$ cat config.mk
export PLATFORM = sky130hd
export DESIGN_NAME = sha256_byte_stream_hasher
export DESIGN_NICKNAME = d
export VERILOG_FILES = /design/src/rtl/core/sha256_pkg.sv /design/src/rtl/core/sha256_byte_stream_hasher.sv
export SDC_FILE = /design/constraint.sdc
export NUM_CORES = 2
export LEC_CHECK = 0
export CORE_UTILIZATION = 60
export CTS_BUF_LIST = sky130_fd_sc_hd__clkbuf_2 sky130_fd_sc_hd__clkbuf_4 sky130_fd_sc_hd__clkbuf_8
export CTS_CLUSTER_SIZE = 30
export DETAILED_ROUTE_END_ITERATION = 6
export DONT_BUFFER_PORTS = 1
export HOLD_SLACK_MARGIN = 0.03
export PLACE_DENSITY = 0.79
export RECOVER_POWER = 100
export SLEW_MARGIN = 25
export SYNTH_ARGS = -nofsm -noshare
export SYNTH_HDL_FRONTEND = slang
export SYNTH_SLANG_ARGS = --single-unit
$ cat constraint.sdc
create_clock -name clk -period 16.8 [get_ports clk]
set_input_delay 3.36 -clock clk [delete_from_list [all_inputs] [get_ports clk]]
set_output_delay 3.36 -clock clk [all_outputs]
set_load 0.005 [all_outputs]
$ cat src/rtl/core/sha256_pkg.sv
// SHA-256 hasher package: payload types, round constants and round functions.
`default_nettype none

package sha256_pkg;

    typedef struct packed {
        logic [7:0] message_byte;
        logic       byte_present;
        logic       end_of_message;
    } item_t;

    typedef struct packed {
        logic [31:0] digest_word;
        logic [2:0]  word_number;
        logic        last_word;
    } digest_t;

    localparam logic [7:0] PAD_BYTE = 8'h80;
    localparam logic [5:0] LEN_FILL = 6'd56;

    localparam logic [31:0] INITIAL_H [8] = '{
        32'h6a09e667, 32'hbb67ae85, 32'h3c6ef372, 32'ha54ff53a,
        32'h510e527f, 32'h9b05688c, 32'h1f83d9ab, 32'h5be0cd19
    };

    localparam logic [31:0] ROUND_K [64] = '{
        32'h428a2f98, 32'h71374491, 32'hb5c0fbcf, 32'he9b5dba5,
        32'h3956c25b, 32'h59f111f1, 32'h923f82a4, 32'hab1c5ed5,
        32'hd807aa98, 32'h12835b01, 32'h243185be, 32'h550c7dc3,
        32'h72be5d74, 32'h80deb1fe, 32'h9bdc06a7, 32'hc19bf174,
        32'he49b69c1, 32'hefbe4786, 32'h0fc19dc6, 32'h240ca1cc,
        32'h2de92c6f, 32'h4a7484aa, 32'h5cb0a9dc, 32'h76f988da,
        32'h983e5152, 32'ha831c66d, 32'hb00327c8, 32'hbf597fc7,
        32'hc6e00bf3, 32'hd5a79147, 32'h06ca6351, 32'h14292967,
        32'h27b70a85, 32'h2e1b2138, 32'h4d2c6dfc, 32'h53380d13,
        32'h650a7354, 32'h766a0abb, 32'h81c2c92e, 32'h92722c85,
        32'ha2bfe8a1, 32'ha81a664b, 32'hc24b8b70, 32'hc76c51a3,
        32'hd192e819, 32'hd6990624, 32'hf40e3585, 32'h106aa070,
        32'h19a4c116, 32'h1e376c08, 32'h2748774c, 32'h34b0bcb5,
        32'h391c0cb3, 32'h4ed8aa4a, 32'h5b9cca4f, 32'h682e6ff3,
        32'h748f82ee, 32'h78a5636f, 32'h84c87814, 32'h8cc70208,
        32'h90befffa, 32'ha4506ceb, 32'hbef9a3f7, 32'hc67178f2
    };

    function automatic logic [31:0] rotr(input logic [31:0] v, input int unsigned n);
        rotr = (v >> n) | (v << (32 - n));
    endfunction

    function automatic logic [31:0] bsig0(input logic [31:0] x);
        bsig0 = rotr(x, 2) ^ rotr(x, 13) ^ rotr(x, 22);
    endfunction

    function automatic logic [31:0] bsig1(input logic [31:0] x);
        bsig1 = rotr(x, 6) ^ rotr(x, 11) ^ rotr(x, 25);
    endfunction

    function automatic logic [31:0] ssig0(input logic [31:0] x);
        ssig0 = rotr(x, 7) ^ rotr(x, 18) ^ (x >> 3);
    endfunction

    function automatic logic [31:0] ssig1(input logic [31:0] x);
        ssig1 = rotr(x, 17) ^ rotr(x, 19) ^ (x >> 10);
    endfunction

    function automatic logic [31:0] ch(input logic [31:0] e, input logic [31:0] f,
                                       input logic [31:0] g);
        ch = (e & f) ^ (~e & g);
    endfunction

    function automatic logic [31:0] maj(input logic [31:0] a, input logic [31:0] b,
                                        input logic [31:0] c);
        maj = (a & b) ^ (a & c) ^ (b & c);
    endfunction

endpackage

`default_nettype wire

$ cat src/rtl/core/sha256_byte_stream_hasher.sv
// SHA-256 byte stream hasher top level: block memory, hash memory and round sequencer.
//
//   channel | dir | signals                            | request
//   item    | in  | item_valid, item_ready, item       | one message byte and flags
//   digest  | out | digest_valid, digest_ready, digest | one digest word
//
// A data byte is shifted into the block word when accepted; the 64th byte of a block
// starts a compression (hash loads, 64 rounds, hash write-backs), one round per cycle.
// An end request pads one byte per cycle outside compressions (up to 72 bytes over one
// or two blocks, each compressed), then sends eight digest words via ST_READ and ST_SEND.
// Reset clears control state; the hash memory reads as the initial values until written.
// item_ready is low while padding, compressing or sending; digest stalls hold the word.
`default_nettype none

module sha256_byte_stream_hasher (
    input  wire                      clk,
    input  wire                      rst_n,
    input  wire                      item_valid,
    output logic                     item_ready,
    input  wire sha256_pkg::item_t   item,
    output logic                     digest_valid,
    input  wire                      digest_ready,
    output sha256_pkg::digest_t      digest
);

    typedef enum logic [2:0] {
        ST_IDLE,
        ST_PAD,
        ST_LOAD,
        ST_ROUND,
        ST_FIN,
        ST_READ,
        ST_SEND
    } state_t;

    state_t      state_reg;
    state_t      ret_reg;
    logic [5:0]  fill_reg;
    logic [31:0] word_reg;
    logic [63:0] bit_count_reg;
    logic        pad_started_reg;
    logic        len_phase_reg;
    logic        fresh_reg;
    logic [5:0]  cnt_reg;
    logic        digest_valid_reg;
    logic [31:0] wv_reg [8];
    logic [31:0] win_reg [16];

    logic [31:0] sched_mem [16];
    logic [31:0] sched_rd_reg;
    logic [31:0] hash_mem [8];
    logic [31:0] hash_rd_reg;
    logic [2:0]  hash_raddr_reg;

    logic        item_fire;
    logic        pad_len_sel;
    logic        ins_en;
    logic [7:0]  ins_byte;
    logic [31:0] word_next;
    logic        sched_we;
    logic [3:0]  sched_raddr;
    logic [2:0]  hash_raddr;
    logic        hash_we;
    logic [2:0]  hash_waddr;
    logic [31:0] hash_rd;
    logic [31:0] hash_wdata;
    logic [31:0] wt;
    logic [31:0] t1;
    logic [31:0] t2;

    assign item_ready = (state_reg == ST_IDLE);
    assign item_fire  = item_valid && item_ready;

    assign pad_len_sel = pad_started_reg && (len_phase_reg || (fill_reg == sha256_pkg::LEN_FILL));

    always_comb
    begin
        ins_en   = 1'b0;
        ins_byte = item.message_byte;
        if (state_reg == ST_IDLE)
        begin
            ins_en = item_fire && item.byte_present;
        end
        else if (state_reg == ST_PAD)
        begin
            ins_en = 1'b1;
            if (!pad_started_reg)
                ins_byte = sha256_pkg::PAD_BYTE;
            else if (pad_len_sel)
                ins_byte = bit_count_reg[{~fill_reg[2:0], 3'b000} +: 8];
            else
                ins_byte = 8'h00;
        end
    end

    assign word_next = {word_reg[23:0], ins_byte};
    assign sched_we  = ins_en && (fill_reg[1:0] == 2'b11);

    assign sched_raddr = (state_reg == ST_ROUND) ? (cnt_reg[3:0] + 4'd1) : 4'd0;
    assign hash_raddr  = cnt_reg[2:0];
    assign hash_rd     = fresh_reg ? sha256_pkg::INITIAL_H[hash_raddr_reg] : hash_rd_reg;
    assign hash_we     = (state_reg == ST_FIN) && (cnt_reg != 6'd0);
    assign hash_waddr  = cnt_reg[2:0] - 3'd1;
    assign hash_wdata  = hash_rd + wv_reg[0];

    assign wt = (cnt_reg < 6'd16) ? sched_rd_reg
              : (sha256_pkg::ssig1(win_reg[14]) + win_reg[9] +
                 sha256_pkg::ssig0(win_reg[1]) + win_reg[0]);
    assign t1 = wv_reg[7] + sha256_pkg::bsig1(wv_reg[4]) +
                sha256_pkg::ch(wv_reg[4], wv_reg[5], wv_reg[6]) +
                sha256_pkg::ROUND_K[cnt_reg] + wt;
    assign t2 = sha256_pkg::bsig0(wv_reg[0]) + sha256_pkg::maj(wv_reg[0], wv_reg[1], wv_reg[2]);

    always_ff @(posedge clk)
    begin
        if (sched_we)
            sched_mem[fill_reg[5:2]] <= word_next;
        sched_rd_reg <= sched_mem[sched_raddr];
    end

    always_ff @(posedge clk)
    begin
        if (hash_we)
            hash_mem[hash_waddr] <= hash_wdata;
        hash_rd_reg    <= hash_mem[hash_raddr];
        hash_raddr_reg <= hash_raddr;
    end

    always_ff @(posedge clk)
    begin
        if (state_reg == ST_ROUND)
        begin
            for (int i = 0; i < 15; i++)
                win_reg[i] <= win_reg[i + 1];
            win_reg[15] <= wt;
            wv_reg[7] <= wv_reg[6];
            wv_reg[6] <= wv_reg[5];
            wv_reg[5] <= wv_reg[4];
            wv_reg[4] <= wv_reg[3] + t1;
            wv_reg[3] <= wv_reg[2];
            wv_reg[2] <= wv_reg[1];
            wv_reg[1] <= wv_reg[0];
            wv_reg[0] <= t1 + t2;
        end
        else if ((state_reg == ST_LOAD || state_reg == ST_FIN) && cnt_reg != 6'd0)
        begin
            for (int i = 0; i < 7; i++)
                wv_reg[i] <= wv_reg[i + 1];
            wv_reg[7] <= hash_rd;
        end
    end

    always_ff @(posedge clk or negedge rst_n)
    begin
        if (!rst_n)
        begin
            state_reg        <= ST_IDLE;
            ret_reg          <= ST_IDLE;
            fill_reg         <= 6'd0;
            word_reg         <= 32'd0;
            bit_count_reg    <= 64'd0;
            pad_started_reg  <= 1'b0;
            len_phase_reg    <= 1'b0;
            fresh_reg        <= 1'b1;
            cnt_reg          <= 6'd0;
            digest_valid_reg <= 1'b0;
        end
        else
        begin
            if (ins_en)
            begin
                fill_reg <= fill_reg + 6'd1;
                word_reg <= word_next;
            end
            unique case (state_reg)
                ST_IDLE:
                begin
                    pad_started_reg <= 1'b0;
                    len_phase_reg   <= 1'b0;
                    cnt_reg         <= 6'd0;
                    if (item_fire)
                    begin
                        if (item.byte_present)
                            bit_count_reg <= bit_count_reg + 64'd8;
                        if (item.byte_present && fill_reg == 6'd63)
                        begin
                            state_reg <= ST_LOAD;
                            ret_reg   <= item.end_of_message ? ST_PAD : ST_IDLE;
                        end
                        else if (item.end_of_message)
                            state_reg <= ST_PAD;
                    end
                end
                ST_PAD:
                begin
                    pad_started_reg <= 1'b1;
                    cnt_reg         <= 6'd0;
                    if (pad_len_sel)
                        len_phase_reg <= 1'b1;
                    if (fill_reg == 6'd63)
                    begin
                        state_reg <= ST_LOAD;
                        ret_reg   <= pad_len_sel ? ST_READ : ST_PAD;
                    end
                end
                ST_LOAD:
                begin
                    if (cnt_reg == 6'd8)
                    begin
                        cnt_reg   <= 6'd0;
                        state_reg <= ST_ROUND;
                    end
                    else
                        cnt_reg <= cnt_reg + 6'd1;
                end
                ST_ROUND:
                begin
                    cnt_reg <= cnt_reg + 6'd1;
                    if (cnt_reg == 6'd63)
                        state_reg <= ST_FIN;
                end
                ST_FIN:
                begin
                    if (cnt_reg == 6'd8)
                    begin
                        cnt_reg   <= 6'd0;
                        fresh_reg <= 1'b0;
                        state_reg <= ret_reg;
                    end
                    else
                        cnt_reg <= cnt_reg + 6'd1;
                end
                ST_READ:
                begin
                    digest_valid_reg <= 1'b1;
                    state_reg        <= ST_SEND;
                end
                ST_SEND:
                begin
                    if (digest_ready)
                    begin
                        digest_valid_reg <= 1'b0;
                        if (cnt_reg[2:0] == 3'd7)
                        begin
                            state_reg     <= ST_IDLE;
                            fresh_reg     <= 1'b1;
                            fill_reg      <= 6'd0;
                            bit_count_reg <= 64'd0;
                            cnt_reg       <= 6'd0;
                        end
                        else
                        begin
                            cnt_reg   <= cnt_reg + 6'd1;
                            state_reg <= ST_READ;
                        end
                    end
                end
                default:
                begin
                    state_reg <= ST_IDLE;
                end
            endcase
        end
    end

    assign digest_valid       = digest_valid_reg;
    assign digest.digest_word = hash_rd;
    assign digest.word_number = cnt_reg[2:0];
    assign digest.last_word   = (cnt_reg[2:0] == 3'd7);

endmodule

`default_nettype wire

==> run summary <==
# IOs = 52
Failing checks = capacitance limit, slew limit
Synth area leader = edfxtp_1
Synth Cell Area = 0.0815 mm²
Slowest CP cell = dfrtp_1
Max FO, Critical Path = 63
Synth Instances = 6214
# hold bufs at CTS = 0
Final Slew Violations = 2432
Core area = 0.134 mm²
TritonCTS buffer count = 289
Starting Density = 60.8%
Worst Tran Pin Value = 4.60 ns
Setup Total Neg Slack = 0 ns
Final net count = 6655
Area taken by multi-input logic gates = 0.0287 mm²
Fin crit period = 13.48 ns
DR vias/cell = 6.26
Buffers on Ports = 0
Startpoint types = register
Register bit total from synthesis = 1709
CP max stage delay = 1.88 ns
First-pass GRT wire length = 316 mm
Slew headroom = -206%
Most used DFF post-synth = edfxtp_1
Clock Skew = 0.0862 ns
Vias in the first global route = 50100
Die W = 371 µm
RSZ-0062 raised after global routing = no
Chip Height = 371 µm
Synth cell count leaders = edfxtp_1 (1536), nand2_1 (848), inv_1 (401), xnor2_1 (303), o21ai_0 (290)
Post-synth EDFFs = 1536
DR WL/cell = 26.0 µm
H-tree depth = 5
Hold wc startpoint = win_reg[1][90]$_DFFE_PP_
Final worst path period share = 80.2%
Fin. Hold Viols = 0
Final WL = 214 mm
Clock-pin transition on the worst setup and hold timing paths = 0.06 ns
Mean Syn Cell Area = 13.1 µm²
Crit path from = cnt_reg[0]$_DFFE_PN0P_
Row Count = 134
YS warnings = 0
Clock tree buffer depth = 4
Clock Sinks = 1709
Finish-stage setup viols = 0
Final Wtd Congestion = 0.995
R2r startpoint = cnt_reg[0]$_DFFE_PN0P_
Worst path bufs/invs = 5
DPL Wire Length = 140 mm
Endpoint type of the worst setup path = register
Number of routed nets with antenna violations = 0
CP most frequent cell = o21ai_0
Worst hold path type = reg -> reg
Largest delay share family, worst path = adder cells
Storage cell area = 0.0501 mm²
Status = complete, but fails checks
Initial antenna violation count = 19
Worst R2R Setup Slack = 3.32 ns
Crit Path Category = reg -> reg
Crit path DAT = 14.18 ns
Worst-Skew Late Latency = 1.00 ns
Layout area overhead = 8.58%
Gr ovfl total = 0
Syn Nets = 6610
FFs w/ async S/R, synth = 6.20%
Worst Path Required = 17.50 ns
Fill cell count = 9562
Root buf cell = clkbuf_8
Most common cell in the netlist = edfxtp_1
Seq/Total Area, Yosys = 61.5%
Unique masters post-synth = 99
Synth area leaders = edfxtp_1 (57%), fa_1 (4.6%), nand2_1 (3.9%), xnor2_1 (3.3%), dfrtp_1 (3.2%)
CTS tree = done
Setup repair bufs after CTS = 0
Gr usage total = 31.1%
Die area = 0.137 mm²
Max Clk Rate = 74.2 MHz
# resized after CTS = 0
Synth top area share = 56.6%
Remaining DRCs = 0
Largest net degree at the start of global routing = 214
Layout cells sized above 1 = 12.4%
Vias = 51500
Drt pass-1 iters = 6
Max-cap violations = 58
DRT iter0 DRCs = 6607
[logic make-up (layout without fill, tap and decap cells)]
family / count (synthesis) / after routing / share of synthesized area, %
AND/OR/NAND/NOR: 1414 / 1414 / 7.34
flip-flops: 1709 / 1709 / 61.5
adder cells (fa/ha/maj): 386 / 386 / 7.64
multiplexers: 369 / 369 / 6.12
buffers and inverters: 735 / 982 / 3.42
other: 0 / 6 / 0
XOR/XNOR: 452 / 452 / 4.91
AO/OA/AOI/OAI: 1149 / 1149 / 9.08
[cell usage in the layout, fill, tap and decap left out, types with 67 or more instances in the layout]
master	instances
mux2i_1	83
xor2_1	145
nand2_1	847
mux4_2	83
a31oi_1	94
fa_1	188
ha_1	194
clkbuf_4	81
a21o_1	93
inv_1	401
xnor2_1	303
dfrtp_1	102
a21oi_1	254
clkbuf_8	310
a221oi_1	67
mux2_2	200
o21ai_0	305
edfxtp_1	1536
nor2_1	252
nand3_1	82
dfxtp_1	67
[metal layers]
metal  up-vias  wire (µm)  global-route usage (%)
met5         -         93                       0
met2      2865      95900                    46.3
met3       483      23100                    6.61
met1     25600      87600                    45.7
met4        14       7110                    10.7
li1      22600          -                       -
[per-stage QoR]
step / instance area (µm²) / cells / worst slack [ns] / hold WS, ns / utilization [%]
6_report: 88500 / 8235 / 3.32 / 0.387 / 66.0
5_1_grt: 88500 / 8231 / 2.43 / 0.389 / 66.0
4_1_cts: 88900 / 8229 / 5.40 / 0.372 / 66.3
3_5_place_dp: 83500 / 7736 / 5.49 / 0.405 / 62.2
3_3_place_gp: 83400 / 7735 / 5.60 / 0.400 / 62.2
2_1_floorplan: 81500 / 6214 / 0.0765 / 0.400 / -
[worst paths after layout]
check	to	cells past startpoint
max	wv_reg[1][31]$_DFFE_PP_	36
min	win_reg[1][58]$_DFFE_PP_	0
max reg2reg	wv_reg[1][31]$_DFFE_PP_	36
min reg2reg	win_reg[1][58]$_DFFE_PP_	0
max in group asynchronous	fresh_reg$_DFFE_PN1P_	0
min in group asynchronous	bit_count_reg[14]$_DFFE_PN0P_	0
[area by class of cell]
| class | count | area share (%) |
|---|---|---|
| inverter | 404 | 1.71 |
| clock inverter | 102 | 0.662 |
| antenna | 6 | 0.0170 |
| multi-input combinational | 3770 | 32.4 |
| clock buffer | 391 | 5.51 |
| timing repair buffer | 85 | 0.524 |
| sequential | 1709 | 56.6 |
| tap | 1768 | 2.50 |
Power is not shown: default switching activity piles up to over one toggle a cycle in this logic, so the estimate is an artifact.
